$ cat src/rtl/core/pie_pkg.sv
// Shared types, codes and reset constants of the power iteration block.
package pie_pkg;

    localparam int DATA_W  = 32;
    localparam int ORDER_W = 5;
    localparam int TOL_W   = 31;
    localparam int PASS_W  = 16;
    localparam int CFG_W   = 31;

    localparam logic [ORDER_W-1:0] ORDER_RESET      = 5'd4;
    localparam logic [TOL_W-1:0]   TOLERANCE_RESET  = 31'd66;
    localparam logic [PASS_W-1:0]  MAX_PASSES_RESET = 16'd1000;

    localparam logic [1:0] OP_LOAD_MATRIX = 2'd0;
    localparam logic [1:0] OP_LOAD_VECTOR = 2'd1;
    localparam logic [1:0] OP_START       = 2'd2;

    localparam logic [1:0] STATUS_CONVERGED  = 2'd0;
    localparam logic [1:0] STATUS_PASS_LIMIT = 2'd1;
    localparam logic [1:0] STATUS_ZERO       = 2'd2;

    localparam logic [1:0] REG_ORDER      = 2'd0;
    localparam logic [1:0] REG_TOLERANCE  = 2'd1;
    localparam logic [1:0] REG_MAX_PASSES = 2'd2;

    typedef enum logic [2:0] {
        S_IDLE,
        S_INJECT,
        S_DRAIN,
        S_CHECK,
        S_DIV,
        S_DECIDE,
        S_EMIT
    } state_t;

    // Writes into one cell: vector element, product element, matrix column entry.
    typedef struct packed {
        logic              vec_we;
        logic [DATA_W-1:0] vec_data;
        logic              prod_we;
        logic [DATA_W-1:0] prod_data;
        logic              mat_we;
        logic [DATA_W-1:0] mat_data;
    } cell_wr_t;

    typedef struct packed {
        logic              start;
        logic [DATA_W-1:0] num;
        logic [DATA_W-1:0] den;
    } div_req_t;

endpackage

$ cat src/rtl/core/pie_ram.sv
// Generic single-write, single-read RAM with registered read data.
module pie_ram #(
    parameter int WIDTH = 32,
    parameter int DEPTH = 16
) (
    input  logic                     clk,
    input  logic                     we,
    input  logic [$clog2(DEPTH)-1:0] waddr,
    input  logic [WIDTH-1:0]         wdata,
    input  logic [$clog2(DEPTH)-1:0] raddr,
    output logic [WIDTH-1:0]         rdata
);

    logic [WIDTH-1:0] mem [DEPTH];
    logic [WIDTH-1:0] rdata_reg;

    always_ff @(posedge clk)
    begin
        if (we)
        begin
            mem[waddr] <= wdata;
        end
        rdata_reg <= mem[raddr];
    end

    assign rdata = rdata_reg;

endmodule

$ cat src/rtl/core/pie_cell.sv
// One cell of the chain: holds a vector element and a matrix column, adds its term.
module pie_cell #(
    parameter int MAX_ORDER = 16,
    parameter int FRAC_BITS = 16
) (
    input  logic                                                  clk,
    input  logic                                                  rst_n,
    input  pie_pkg::cell_wr_t                                     wr,
    input  logic [$clog2(MAX_ORDER)-1:0]                          mat_addr,
    input  logic                                                  active,
    input  logic                                                  tok_valid_in,
    input  logic [$clog2(MAX_ORDER)-1:0]                          tok_row_in,
    input  logic signed [64-FRAC_BITS+$clog2(MAX_ORDER):0]        tok_sum_in,
    output logic                                                  tok_valid_out,
    output logic [$clog2(MAX_ORDER)-1:0]                          tok_row_out,
    output logic signed [64-FRAC_BITS+$clog2(MAX_ORDER):0]        tok_sum_out,
    output logic [31:0]                                           cur,
    output logic [31:0]                                           prod
);
    import pie_pkg::*;

    localparam int IDX_W = $clog2(MAX_ORDER);
    localparam int SUM_W = 64 - FRAC_BITS + IDX_W + 1;

    logic [DATA_W-1:0] cur_reg, prod_reg, ram_rdata;
    logic              v0_reg, v1_reg, v2_reg;
    logic [IDX_W-1:0]  row0_reg, row1_reg, row2_reg;
    logic signed [SUM_W-1:0] sum0_reg, sum1_reg, sum2_reg, sum2_next;
    logic signed [63:0] prod1_reg, prod1_next, term;

    pie_ram #(.WIDTH(DATA_W), .DEPTH(MAX_ORDER)) u_col (
        .clk   (clk),
        .we    (wr.mat_we),
        .waddr (mat_addr),
        .wdata (wr.mat_data),
        .raddr (tok_row_in),
        .rdata (ram_rdata)
    );

    always_ff @(posedge clk or negedge rst_n)
    begin
        if (!rst_n)
        begin
            v0_reg <= 1'b0;
            v1_reg <= 1'b0;
            v2_reg <= 1'b0;
        end
        else
        begin
            v0_reg <= tok_valid_in;
            v1_reg <= v0_reg;
            v2_reg <= v1_reg;
        end
    end

    always_ff @(posedge clk)
    begin
        row0_reg  <= tok_row_in;
        sum0_reg  <= tok_sum_in;
        row1_reg  <= row0_reg;
        sum1_reg  <= sum0_reg;
        prod1_reg <= prod1_next;
        row2_reg  <= row1_reg;
        sum2_reg  <= sum2_next;
        if (wr.vec_we)
        begin
            cur_reg <= wr.vec_data;
        end
        if (wr.prod_we)
        begin
            prod_reg <= wr.prod_data;
        end
    end

    always_comb
    begin
        prod1_next = $signed(ram_rdata) * $signed(cur_reg);
        // Arithmetic shift gives the floor of the scaled product.
        term       = prod1_reg >>> FRAC_BITS;
        sum2_next  = active ? sum1_reg + SUM_W'(term) : sum1_reg;
    end

    assign tok_valid_out = v2_reg;
    assign tok_row_out   = row2_reg;
    assign tok_sum_out   = sum2_reg;
    assign cur           = cur_reg;
    assign prod          = prod_reg;

endmodule

$ cat config.mk
export PLATFORM = sky130hd
export DESIGN_NAME = pie_cell
export DESIGN_NICKNAME = d
export VERILOG_FILES = /design/src/rtl/core/pie_pkg.sv /design/src/rtl/core/pie_ram.sv /design/src/rtl/core/pie_cell.sv
export SDC_FILE = /design/constraint.sdc
export NUM_CORES = 2
export LEC_CHECK = 0
export ABC_AREA = 1
export BUFFER_PORTS_ARGS = -buffer_cell sky130_fd_sc_hd__buf_4
export CAP_MARGIN = 40
export CORE_MARGIN = 2
export CORE_UTILIZATION = 50
export CTS_CLUSTER_DIAMETER = 200
export DETAILED_ROUTE_END_ITERATION = 10
export GPL_TIMING_DRIVEN = 1
export MAX_ROUTING_LAYER = met4
export PLACE_DENSITY_LB_ADDON = 0.1
export SKIP_CTS_REPAIR_TIMING = 1
export SYNTH_ARGS = -nofsm -noshare
export SYNTH_HDL_FRONTEND = slang
export SYNTH_SLANG_ARGS = --single-unit
$ cat constraint.sdc
create_clock -name clk -period 21.5 [get_ports clk]
set_clock_uncertainty 0.05 [all_clocks]
set_input_delay 4.3 -clock clk [delete_from_list [all_inputs] [get_ports clk]]
set_output_delay 4.3 -clock clk [all_outputs]
set_load 0.1 [all_outputs]
**Word-level counts from Yosys, hierarchy flattened**

Memories as Yosys holds them, arrays and structs flattened. A register that Yosys moved wholly into a read port is not among the register bits.
Index checks and enable logic that the tools add are counted.

- Flip-flop bits (word level): 302
- Bits in latches: 0
- Memory bits (writable): 512
- ROM bits: 0
- Input bits: 164
- Output and inout port bits: 122
- Memories kept: 1

Memories:

| memory | words | width | rd ports | clocked after memory_dff | wr ports | line | text |
|---|---|---|---|---|---|---|---|
| u_col.mem | 16 | 32 | 1 | 1 | 1 | pie_ram.sv:14 | `logic [WIDTH-1:0] mem [DEPTH];` |

- Add/subtract/negate cells: 1
- Multiply operators: 1
- Divide/modulo/power cells: 0
- $lt $le $gt $ge: 0
- Eq/ne operators: 0
- Shift operators: 0
- Multiplexer cells: 3
- Bitwise gates (word level): 0
- Reductions and logical operators: 0

Operator list:

| kind | count |
|---|---|
| $mul 32x32->64 | 1 |
| $add 53x48->53 | 1 |
| $mux 53 | 1 |
| $mux 1 | 2 |

**Longest topological paths before layout**

- Depth in word-level cells: 2
- Mapped depth: 30
- Gate-level depth less buffers: 29

**Cells and area by module**

Synthesis repeated with hierarchy kept, for this count alone.

- Cells, all modules: 8353
- Area total of the unflattened synthesis: 72170.5 um^2

Modules (own cells, without submodules):

| module | times used | cells each | area each (um^2) | seq. area each (um^2) |
|---|---|---|---|---|
| pie_cell | 1 | 6233 | 49439.9 | 6381.1 |
| pie_ram | 1 | 2120 | 22730.6 | 16015.4 |

**Worst setup path after synthesis**

No wires, ideal clock.

- Kind: register -> register
- Start: reg cur_reg[7], in the netlist cur[7]
- End: reg prod1_reg[55]
- Arrival: 7.573 ns
- Data required time: 21.338 ns
- Slack: 13.765 ns
- Cell stages (with the launch flop): 27
- Buffers on the path: 1
- Period minus slack after synthesis: 7.735 ns
- Cell sequence: edfxtp_1 -> clkbuf_1 -> nand2_1 -> inv_1 -> fa_1 -> inv_1 -> fa_1 -> inv_1 -> fa_1 -> fa_1 -> inv_1 -> fa_1 -> inv_1 -> fa_1 -> inv_1 -> fa_1 -> inv_1 -> fa_1 -> ha_1 -> a21oi_1 -> a21boi_0 -> o21ai_0 -> a21o_1 -> nor2_1 -> nand2_1 -> nand2_1 -> nand2_1

- Word-level cells in the longest chain between the ends: 1

Ends and longest elaborated chain:

| element | line | text |
|---|---|---|
| start, declared | pie_cell.sv:25 | `logic [DATA_W-1:0] cur_reg, prod_reg, ram_rdata;` |
| start signal, assigned | pie_cell.sv:67 | `cur_reg <= wr.vec_data;` |
| $mul 32x32->64 | pie_cell.sv:77 | `prod1_next = $signed(ram_rdata) * $signed(cur_reg);` |
| named net prod1_next[55] | pie_cell.sv:29 | `logic signed [63:0] prod1_reg, prod1_next, term;` |
| end signal, assigned | pie_cell.sv:62 | `prod1_reg <= prod1_next;` |
| end, declared | pie_cell.sv:29 |  |

The timed path passes the listed nets, and every way through them passes these cells.
A chain may end at the register's enable or synchronous reset.

**Final worst setup path**

- Start: reg cur_reg[2], in the netlist cur[2]
- End: reg prod1_reg[58]

The elaborated chain is that of the path after synthesis.

==> results by group <==
Status
  • Status: finished clean

STA
  • Worst hold slack: 0.255 ns
  • Unrepaired setup endpoints after global routing: false
  • F_max: 0.122 GHz
  • Final Hold Fails: 0
  • Worst-Margin Slew: 0.994 ns
  • Max Transition Viols Final: 0
  • Slew Limit Headroom: between 30% and 40%
  • Final setup vio count: 0
  • Final clock period utilization by the worst path: 38.1%
  • Final Critical Period: ~8.2 ns
  • Post-route setup TNS: 0 ns

CTS
  • Clk slew on worst S/H paths: 0.08 ns
  • Root buf cell: clkbuf_16
  • Max Root-Sink Buffers: 3
  • Clock buffer count from CTS: 91
  • CTS tree: built
  • Sink Count: 830
  • Worst skew pair latency: approximately 0.75 ns
  • CTS H-tree depth: 3

Detailed routing
  • ANT nets after route: 0
  • Vias: between 40000 and 50000
  • Final WL: 196000 um
  • Per-cell routed wire length: 20.1 um
  • 1st-iter DRT viols: 3304
  • Remaining DRCs: 0
  • Initial DRT Pass Iterations: 6
  • DR vias/cell: between 5 and 6

Die
  • Initial Utilization: 50.4%
  • Die height: 379 um
  • DIE AREA: 144000 sq um
  • Die width: between 300 and 400 um
  • Core area: 140000 sq um
  • Std cell rows: about 140
  • I/O pins: 286

Final layout
  • Area grow syn2layout: 10.4%
  • Post-route design area: 77700 sq um
  • Most frequent cells in the layout: 1943 x inv_1, 1826 x nand2_1, 1082 x fa_1, 576 x edfxtp_1, 374 x buf_4
  • Largest register FFs: approximately 500
  • Nets: between 9000 and 10000
  • Biggest register: u_col.mem
  • Commonest non-fill, non-tap cell in the layout: inv_1
  • # fillers: 12632
  • Share of cells above drive strength 1: between 7 and 8%

Worst setup path
  • CP peak stage delay: between 1 and 1.5 ns
  • Bufs and invs on worst path: 8
  • Worst EP arrival: approximately 8.8 ns
  • CP most frequent cell: fa_1
  • RR Startpoint: cur[2]$_DFFE_PP_
  • Worst Path Required: 22.07 ns
  • Startpoint types: register
  • Critical-path top delay cell: fa_1
  • Critical Path End Type: register
  • Crit path kind: register to register
  • Worst-path fanout max: 33
  • Kind of cell adding the most delay to the critical path: adder cells
  • Crit path from: cur[2]$_DFFE_PP_

Place
  • Hpwl dp: 147000 um
  • Instance area at placement: 74600 sq um
  • IO buf count: about 290
  • GPL Wtd Cong: between 0.9 and 1

Synthesis
  • Main synth FF type: edfxtp_1
  • Simple-Gate Fraction of Synth Area: 13.3%
  • Mapped Cells: approximately 7600
  • Largest family of logic cells by synthesized area: adder cells
  • Mapped cell area: 70400 sq um
  • Unique masters post-synth: 42
  • Adder-Cell Fraction of Synth Area: 34.9%
  • Count of state elements after synthesis: 830
  • Mux contribution to synthesized area: 1.82%
  • XOR/XNOR Fraction of Synth Area: 0.572%
  • Sequential element share of the synthesized area: 31.8%
  • Average cell area after synthesis: 9.24 sq um
  • Synthesis Warnings: 0
  • Async S/R FF share, synth: 0.361%
  • Synth Net Count: 9096
  • EDFF count, synth: 576
  • Synth Area in Compound Gates: 5.44%

Worst hold path
  • HP Class: register to register
  • Hold Crit Start: sum0_reg[37]$_DFF_P_

GRT
  • Gr usage total: slightly below 30%
  • Grt ovf: 0
  • Initial antenna violation count: 5
  • Vias in the first global route: ~52000
  • Pin count of the biggest net entering global routing: 139
  • First-pass GRT wire length: 307000 um

Flow run
  • Max_cap viols: 0
## cells in the mapped netlist, types with 17 or more instances
master	instances	share of area, %
a21oi_1	278	2.0
clkbuf_1	255	1.4
dfxtp_1	251	7.1
edfxtp_1	576	25
fa_1	1082	31
ha_1	232	4.1
inv_1	1946	10
mux2i_1	128	1.8
nand2_1	1826	9.7
nand3_1	162	1.2
nand4_1	30	0.27
nor2_1	282	1.5
o211ai_1	128	1.4
o21ai_0	250	1.8
o21bai_1	17	0.18
xnor2_1	17	0.21
xor2_1	29	0.36
## logic make-up after synthesis
logic type               count (synthesis)
AND/OR/NAND/NOR                       2373
buffers and inverters                 2241
adder cells (fa/ha/maj)               1314
flip-flops                             830
AO/OA/AOI/OAI                          686
multiplexers                           128
XOR/XNOR                                46
## area by class of cell
type / count / area (sq um) / share of cell area (%)
Multi-Input combinational cell: 4547 / 39600 / 50.9
Sequential cell: 830 / 22400 / 28.8
Inverter: 1946 / 7310 / 9.41
Timing Repair Buffer: 380 / 2950 / 3.80
Clock buffer: 125 / 2520 / 3.25
Tap cell: 1876 / 2350 / 3.02
Clock inverter: 43 / 583 / 0.750
Antenna cell: 6 / 15.0 / 0.0193
## routing by layer
metal | wire length, um | up-vias | track usage (%)
met5 | 0 | - | -
met4 | 4780 | 0 | 7.32
li1 | - | 23157 | -
met2 | 98400 | 1310 | 49.1
met3 | 10100 | 268 | 3.66
met1 | 82700 | 24919 | 37.1
## final timing paths
path	cells past startpoint	slack, ns	to
setup / recovery	25	13.32	prod1_reg[58]$_DFF_P_
hold / removal	0	0.25	sum1_reg[37]$_DFF_P_
setup reg to reg	25	13.32	prod1_reg[58]$_DFF_P_
hold reg to reg	0	0.25	sum1_reg[37]$_DFF_P_
max in group asynchronous	1	17.98	tok_valid_out$_DFF_PN0_
min in group asynchronous	1	3.28	v0_reg$_DFF_PN0_
## worst register-to-register path, stage by stage, from the launching register on
cell      delay [ns]
edfxtp_1        0.38
buf_4           0.27
nand2_1         0.19
inv_1           0.10
fa_1            0.60
fa_1            0.47
fa_1            0.76
fa_1            1.04
inv_1           0.41
fa_1            0.59
inv_1           0.05
fa_1            0.52
inv_1           0.05
fa_1            0.48
inv_1           0.05
fa_1            0.45
ha_1            0.46
nand2_1         0.14
nor2_1          0.19
inv_1           0.06
nor2_1          0.10
inv_1           0.07
nor4_1          0.26
nand2_1         0.16
nand3_1         0.11
nand2_1         0.06
## per-stage QoR
stage / utilization (%) / cells / setup WS, ns
final: 55.6 / 9753 / 13.32
after CTS: 55.6 / 9747 / 13.24
after global placement: 53.3 / 9574 / 13.39
after detailed placement: 53.4 / 9579 / 13.29
after global routing: 55.6 / 9752 / 12.73
after floorplan: - / 7618 / 13.76
Power is left out: the tool's default activity adds up to more than one toggle a clock period on the data nets, which glitch-free logic cannot reach.
