===== config.mk =====
export PLATFORM = sky130hd
export DESIGN_NAME = pie_div
export DESIGN_NICKNAME = d
export VERILOG_FILES = /design/src/rtl/core/pie_pkg.sv /design/src/rtl/core/pie_div.sv
export SDC_FILE = /design/constraint.sdc
export NUM_CORES = 1
export LEC_CHECK = 0
export BUFFER_PORTS_ARGS = -buffer_cell sky130_fd_sc_hd__buf_4
export CAP_MARGIN = 15
export CORE_ASPECT_RATIO = 1.2
export CORE_MARGIN = 2
export CORE_UTILIZATION = 50
export DETAILED_ROUTE_END_ITERATION = 6
export PLACE_DENSITY = 0.83
export SKIP_CTS_REPAIR_TIMING = 1
export SLEW_MARGIN = 20
export SYNTH_ARGS = -nofsm -noshare
export SYNTH_HDL_FRONTEND = slang
export SYNTH_SLANG_ARGS = --single-unit

===== constraint.sdc =====
create_clock -name clk -period 3.35 [get_ports clk]
set_input_delay 0.67 -clock clk [delete_from_list [all_inputs] [get_ports clk]]
set_output_delay 0.67 -clock clk [all_outputs]
set_load 0.05 [all_outputs]

===== src/rtl/core/pie_pkg.sv =====
// Shared types, codes and reset constants of the power iteration block.
package pie_pkg;

    localparam int DATA_W  = 32;
    localparam int ORDER_W = 5;
    localparam int TOL_W   = 31;
    localparam int PASS_W  = 16;
    localparam int CFG_W   = 31;

    localparam logic [ORDER_W-1:0] ORDER_RESET      = 5'd4;
    localparam logic [TOL_W-1:0]   TOLERANCE_RESET  = 31'd66;
    localparam logic [PASS_W-1:0]  MAX_PASSES_RESET = 16'd1000;

    localparam logic [1:0] OP_LOAD_MATRIX = 2'd0;
    localparam logic [1:0] OP_LOAD_VECTOR = 2'd1;
    localparam logic [1:0] OP_START       = 2'd2;

    localparam logic [1:0] STATUS_CONVERGED  = 2'd0;
    localparam logic [1:0] STATUS_PASS_LIMIT = 2'd1;
    localparam logic [1:0] STATUS_ZERO       = 2'd2;

    localparam logic [1:0] REG_ORDER      = 2'd0;
    localparam logic [1:0] REG_TOLERANCE  = 2'd1;
    localparam logic [1:0] REG_MAX_PASSES = 2'd2;

    typedef enum logic [2:0] {
        S_IDLE,
        S_INJECT,
        S_DRAIN,
        S_CHECK,
        S_DIV,
        S_DECIDE,
        S_EMIT
    } state_t;

    // Writes into one cell: vector element, product element, matrix column entry.
    typedef struct packed {
        logic              vec_we;
        logic [DATA_W-1:0] vec_data;
        logic              prod_we;
        logic [DATA_W-1:0] prod_data;
        logic              mat_we;
        logic [DATA_W-1:0] mat_data;
    } cell_wr_t;

    typedef struct packed {
        logic              start;
        logic [DATA_W-1:0] num;
        logic [DATA_W-1:0] den;
    } div_req_t;

endpackage


===== src/rtl/core/pie_div.sv =====
// Iterative restoring divider for the normalization (x << FRAC_BITS) / estimate.
module pie_div #(
    parameter int FRAC_BITS = 16
) (
    input  logic             clk,
    input  logic             rst_n,
    input  pie_pkg::div_req_t req,
    output logic             done,
    output logic [31:0]      quo
);
    import pie_pkg::*;

    localparam int DW = DATA_W + FRAC_BITS;
    localparam int CW = $clog2(DW + 1);

    logic [DW-1:0]   dvd_reg, dvd_next;
    logic [DW-1:0]   q_reg, q_next;
    logic [DATA_W:0] rem_reg, rem_next;
    logic [DATA_W-1:0] den_reg, den_next;
    logic            neg_reg, neg_next;
    logic [CW-1:0]   cnt_reg, cnt_next;
    logic            busy_reg, busy_next;
    logic            fin_reg, fin_next;

    logic [DATA_W:0]   rem_sh;
    logic [DATA_W-1:0] num_mag;

    always_ff @(posedge clk or negedge rst_n)
    begin
        if (!rst_n)
        begin
            busy_reg <= 1'b0;
            fin_reg  <= 1'b0;
            cnt_reg  <= '0;
        end
        else
        begin
            busy_reg <= busy_next;
            fin_reg  <= fin_next;
            cnt_reg  <= cnt_next;
        end
    end

    always_ff @(posedge clk)
    begin
        dvd_reg <= dvd_next;
        q_reg   <= q_next;
        rem_reg <= rem_next;
        den_reg <= den_next;
        neg_reg <= neg_next;
    end

    always_comb
    begin
        num_mag   = req.num[DATA_W-1] ? DATA_W'(-req.num) : req.num;
        rem_sh    = {rem_reg[DATA_W-1:0], dvd_reg[DW-1]};
        dvd_next  = dvd_reg;
        q_next    = q_reg;
        rem_next  = rem_reg;
        den_next  = den_reg;
        neg_next  = neg_reg;
        cnt_next  = cnt_reg;
        busy_next = busy_reg;
        fin_next  = 1'b0;
        if (req.start)
        begin
            dvd_next  = {num_mag, {FRAC_BITS{1'b0}}};
            q_next    = '0;
            rem_next  = '0;
            den_next  = req.den;
            neg_next  = req.num[DATA_W-1];
            cnt_next  = CW'(DW);
            busy_next = 1'b1;
        end
        else if (busy_reg)
        begin
            dvd_next = {dvd_reg[DW-2:0], 1'b0};
            if (rem_sh >= {1'b0, den_reg})
            begin
                rem_next = rem_sh - {1'b0, den_reg};
                q_next   = {q_reg[DW-2:0], 1'b1};
            end
            else
            begin
                rem_next = rem_sh;
                q_next   = {q_reg[DW-2:0], 1'b0};
            end
            cnt_next = cnt_reg - 1'b1;
            if (cnt_reg == CW'(1))
            begin
                busy_next = 1'b0;
                fin_next  = 1'b1;
            end
        end
    end

    always_comb
    begin
        if (!neg_reg)
        begin
            quo = (q_reg > DW'(32'h7FFF_FFFF)) ? 32'h7FFF_FFFF : q_reg[DATA_W-1:0];
        end
        else
        begin
            quo = (q_reg > DW'(32'h8000_0000)) ? 32'h8000_0000 : DATA_W'(-q_reg[DATA_W-1:0]);
        end
    end

    assign done = fin_reg;

    a_done_after_busy: assert property (@(posedge clk) disable iff (!rst_n)
        fin_reg |-> $past(busy_reg))
        else $error("divider finished without running");

    a_no_start_busy: assert property (@(posedge clk) disable iff (!rst_n)
        busy_reg |-> cnt_reg != '0)
        else $error("divider busy with empty count");

    a_count_drops: assert property (@(posedge clk) disable iff (!rst_n)
        (busy_reg && !req.start) |=> (cnt_reg == $past(cnt_reg) - 1'b1))
        else $error("divider count did not step");

endmodule


After elaboration in Yosys (flattened, before gate mapping)

Index checks and enable logic that the tools add are counted.

Flip-flop bits (word level): 153
Bits of input ports: 67
Output and inout port bits: 33

$add $sub $neg: 4
Magnitude comparators: 3
Equal/unequal tests: 1
Mux-type cells: 16
Reduce and logical (&&, ||, !) cells: 1

Operators by type and width:

| operator                                              | count |
|---|---|
| two-way mux 32 bit                                    | 5 |
| two-way mux 48 bit                                    | 2 |
| negation 32 bit                                       | 2 |
| > comparator 48 x 31 -> 1 bit (second input constant) | 1 |
| > comparator 48 x 32 -> 1 bit (second input constant) | 1 |
| greater-or-equal comparator 33 x 32 -> 1 bit          | 1 |
| subtractor 32 bit                                     | 1 |
| two-way mux 6 bit                                     | 2 |
| two-way mux 1 bit                                     | 7 |
| equality test 6 x 1 -> 1 bit (second input constant)  | 1 |
| subtractor 6 x 1 -> 6 bit (second input constant)     | 1 |
| nonzero test 2 bit                                    | 1 |

Logic depth before layout (Yosys ltp)

Word-level depth: 4
Gate-level depth with buffers: 13

Worst setup path after synthesis

OpenSTA, ideal clock, no wires.

Path type: reg-to-output
From: register q_reg[0]
To: output port quo[14]
Arrival time: 4.259 ns
Slack: -1.579 ns
Stages on the path, launching flop included: 13
Cell sequence: dfxtp_1 > inv_1 > ha_1 > nor3b_1 > nand3_1 > nor3_2 > nand4_1 > or3b_1 > a21o_1 > or2_1 > clkbuf_1 > clkbuf_1 > o311ai_0

Word-level cells in the longest chain between the ends: 3
Elaborated cells on any way between the ends: 6

RTL lines:

| item                                                        | line                           | text |
|---|---|---|
| from (decl)                                                 | pie_div.sv:17                  | `logic [DW-1:0] q_reg, q_next;` |
| from (signal assigned)                                      | pie_div.sv:47                  | `q_reg <= q_next;` |
| > comparator 48 x 31 -> 1 bit, or another cell as far along | pie_div.sv:101                 | `quo = (q_reg > DW'(32'h7FFF_FFFF)) ? 32'h7FFF_FFFF : q_reg[DATA_W-1:0];` |
| two-way mux 32 bit (on tied branches)                       | pie_div.sv:101, pie_div.sv:105 |  |
| two-way mux 32 bit *                                        | pie_div.sv:99                  | `if (!neg_reg)` |
| to (decl)                                                   | pie_div.sv:9                   | `output logic [31:0] quo` |

Every way passes the cells marked *; elsewhere a longest branch is shown, timed or not.

Worst setup path in the final report

From: register q_reg[0]
To: output port quo[23]

The elaborated chain is that of the path after synthesis.

==> impl_summary.log <==
INFO  metric dieWidth = 128.4 µm
INFO  metric core.rowCount = 54
INFO  metric required = 2680 ps
INFO  metric grt_use_total = 21.82%
INFO  metric power_density = 389.4 nW/µm²
INFO  metric finalWirelength = 22.35 mm
INFO  metric synthesis.nets = 1,158
INFO  metric totalPowerFinal = ~4.8 mW
INFO  metric timing_max_transition_violations_final = 0
INFO  metric port_buffers = 99
INFO  metric place_ws = -385.1 ps
INFO  metric place_congestion = 0.8607
INFO  metric antenna_found_initial = 0
INFO  metric commonest_register_cell_after_synthesis = sky130_fd_sc_hd__dfxtp_1
INFO  metric postPlaceCellArea = 11,230 µm²
INFO  metric route.antenna.remaining_nets = 0
INFO  metric grt_pass1_vias = 7,828
INFO  metric via_count = 8,281
INFO  metric startpoint_type = flop
INFO  metric ys_async_sr_fraction = 5.229%
INFO  metric ctsLongestPathBuffers = 2
INFO  metric timing.final.crit_share = 122.1%
INFO  metric design.core.area = between 15,000 and 20,000 µm²
INFO  metric finalHoldWorstSlack = 45.07 ps
INFO  metric fin_skew = 10.59 ps
INFO  metric globalRoute.totalOverflow = 0
INFO  metric timing_worst_setup_path_type = reg2out
INFO  metric die_height = around 150 µm
INFO  metric arrival_worst_endpoint = 3420 ps
INFO  metric postSynthAreaPerCell = ~8.8 µm²
INFO  metric postSynthRegisterBits = approximately 150
INFO  metric clock_latency = between 400 and 500 ps
INFO  metric grt_setup_unrepaired = true
INFO  metric ir_drop = between 300 and 400 µV
INFO  metric synth.yosys.seq_area_share = 40.44%
INFO  metric synth_enable_flop_cells = 65
INFO  metric mappedNetlistArea = just over 9000 µm²
INFO  metric hold_path.class = in2async
INFO  metric fmax = 0.2444 GHz
INFO  metric floorplan.die_area = between 15,000 and 20,000 µm²
INFO  metric dp.final_hpwl = 15.18 mm
INFO  metric post-route-drc-count = 0
INFO  metric ant_diodes = 0
INFO  metric initial_utilization = 51.07%
INFO  metric drt-wirelength-per-cell = 15.62 µm
INFO  metric worst_pin_slew = 788.6 ps
INFO  metric ioPinCount = 100
INFO  metric cts.reportedPaths.clkPinSlew = 60 ps
INFO  metric largest_register_ffs = 48
INFO  metric per_cell_via_count_in_the_routed_design = between 5 and 6
INFO  metric finalCriticalPeriod = slightly above 4000 ps
INFO  metric warning_count_from_the_yosys_run = 0
INFO  metric leakagePower = 5.586 nW
INFO  metric syn_inst = 1,054
INFO  metric drt_pass1_iterations = 5
INFO  metric number_of_fill_cells = 1,410
INFO  metric maximum_number_of_pins_on_one_net_before_global_route_repair = 65
INFO  metric cts_tree = yes
INFO  metric drive_gt1_share = 24.86%
INFO  metric hold_viol_final = 0
INFO  metric failed_checks = negative setup slack
INFO  metric cts_inserted_buffers = 17
INFO  metric finalNetCount = roughly 1,300
INFO  metric slew-limit-headroom = a little under half
INFO  metric finalCoreUtilization = 67.51%
INFO  metric timing.critical_path.to_type = output port
INFO  metric clock-sinks = 153
INFO  metric drt_iter0_drc = 447
INFO  metric yosysUniqueCellTypes = 70
INFO  metric critPathMaxFanout = 10
INFO  metric syn2layout_area_growth = 32.19%
INFO  metric status = finished, violations left
INFO  metric count_of_final_setup_violators = 31
INFO  metric ctsHtreeMaxLevel = 4
INFO  metric grt_pass1_wl = around 36 mm
INFO  metric finalWorstSetupSlack = -741.3 ps
INFO  metric drv_cap = 0
INFO  metric stdcell_area = 12,270 µm²
INFO  metric clock_tree.root_cell = sky130_fd_sc_hd__clkbuf_16
==> synth_stat cells, types with 14 or more instances <==
master,instances,area (µm²)
sky130_fd_sc_hd__edfxtp_1,65,1952
sky130_fd_sc_hd__inv_1,58,217.7
sky130_fd_sc_hd__nor4_1,14,87.58
sky130_fd_sc_hd__nor3_1,29,145.1
sky130_fd_sc_hd__xnor2_1,19,166.4
sky130_fd_sc_hd__a211oi_1,25,187.7
sky130_fd_sc_hd__a21oi_1,82,410.4
sky130_fd_sc_hd__xor2_1,41,359.1
sky130_fd_sc_hd__dfxtp_1,80,1602
sky130_fd_sc_hd__o21ai_0,53,265.3
sky130_fd_sc_hd__nand2_1,67,251.5
sky130_fd_sc_hd__ha_1,36,450.4
sky130_fd_sc_hd__mux2i_1,55,550.5
sky130_fd_sc_hd__o311ai_0,26,227.7
sky130_fd_sc_hd__a21o_1,21,157.7
sky130_fd_sc_hd__nor2_1,152,570.6
sky130_fd_sc_hd__o31ai_1,18,135.1
sky130_fd_sc_hd__clkbuf_1,51,191.4
==> kinds of logic after synthesis <==
logic type	share of synthesized area [%]
simple gates	17.82
buf+inv	5.042
compound gates	19.79
mux	6.174
fa+ha+maj	5.069
xor+xnor	5.662
flops	40.44
==> stage by stage <==
| stage | TNS [ps] | instances |
|---|---|---|
| after global routing | -24430 | 1431 |
| after CTS | -19940 | 1423 |
| after floorplan | -7472 | 1054 |
| after detailed placement | -7457 | 1391 |
| after global placement | -5559 | 1391 |
| final | -20580 | 1431 |
==> cell type report <==
type	count	area (µm²)	share of cell area [%]
clock buffer	21	493.0	4.018
clock inverter	11	130.1	1.061
sequential	153	3760	30.64
timing repair buffer	185	1625	13.25
multi-input combinational	778	5759	46.94
tap	224	280.3	2.284
inverter	59	221.5	1.805
==> worst paths after layout <==
check	slack (ps)	endpoint	from	cells after the start
hold reg to reg	480	rem_reg[1]$_SDFFE_PP0P_	rem_reg[1]$_SDFFE_PP0P_	2
setup reg to reg	250	rem_reg[30]$_SDFFE_PP0P_	den_reg[27]$_DFFE_PP_	11
setup / recovery	-740	quo[23]	q_reg[0]$_SDFFE_PP0P_	15
max in group asynchronous	3160	busy_reg$_DFF_PN0_	rst_n	1
hold / removal	50	cnt_reg[3]$_DFFE_PN0P_	rst_n	1
min in group clk	420	den_reg[23]$_DFFE_PP_	req[23]	1
==> per-layer routing <==
metal  vias up  routed length [µm]  GRT usage (%)
li1       4121                   -              -
met3        39                 791          3.570
met2       184               11670          37.79
met5         -                   0              0
met1      3937                9422          27.32
met4         0                 461          7.692
==> cell usage in the layout (no fill, tap or decap), types with 21 or more instances in the layout <==
cell,n
sky130_fd_sc_hd__xor2_1,41
sky130_fd_sc_hd__ha_1,35
sky130_fd_sc_hd__edfxtp_1,65
sky130_fd_sc_hd__nor3_1,25
sky130_fd_sc_hd__buf_4,144
sky130_fd_sc_hd__o311ai_4,26
sky130_fd_sc_hd__mux2i_1,55
sky130_fd_sc_hd__inv_1,56
sky130_fd_sc_hd__o21ai_0,43
sky130_fd_sc_hd__nand2_1,66
sky130_fd_sc_hd__buf_6,31
sky130_fd_sc_hd__nor2_1,152
sky130_fd_sc_hd__clkbuf_16,21
sky130_fd_sc_hd__a21oi_1,82
sky130_fd_sc_hd__dfxtp_1,78
sky130_fd_sc_hd__a211oi_1,24
==> report_power, final <==
part	leakage, nW	internal [mW]	switching (mW)	total, mW
Combinational	3.89	0.303	0.381	0.684
Clock	0.303	1.22	0.765	1.98
Sequential	1.39	2.06	0.0498	2.11
Total	5.59	3.58	1.20	4.78
==> critical path, cell delays in order, from the launching register on <==
cell                       delay, ps
sky130_fd_sc_hd__dfxtp_2         330
sky130_fd_sc_hd__buf_4           150
sky130_fd_sc_hd__inv_2            70
sky130_fd_sc_hd__ha_4            130
sky130_fd_sc_hd__nor3b_4         200
sky130_fd_sc_hd__nand3_2         140
sky130_fd_sc_hd__nor3_4          190
sky130_fd_sc_hd__nand4_1         150
sky130_fd_sc_hd__or3b_1          410
sky130_fd_sc_hd__a21o_4          260
sky130_fd_sc_hd__buf_12          150
sky130_fd_sc_hd__buf_4           150
sky130_fd_sc_hd__o21ai_0         220
sky130_fd_sc_hd__nand2_1         130
sky130_fd_sc_hd__o311ai_4        110
sky130_fd_sc_hd__buf_6           190
No activity file was read; power rests on OpenSTA's default activity.
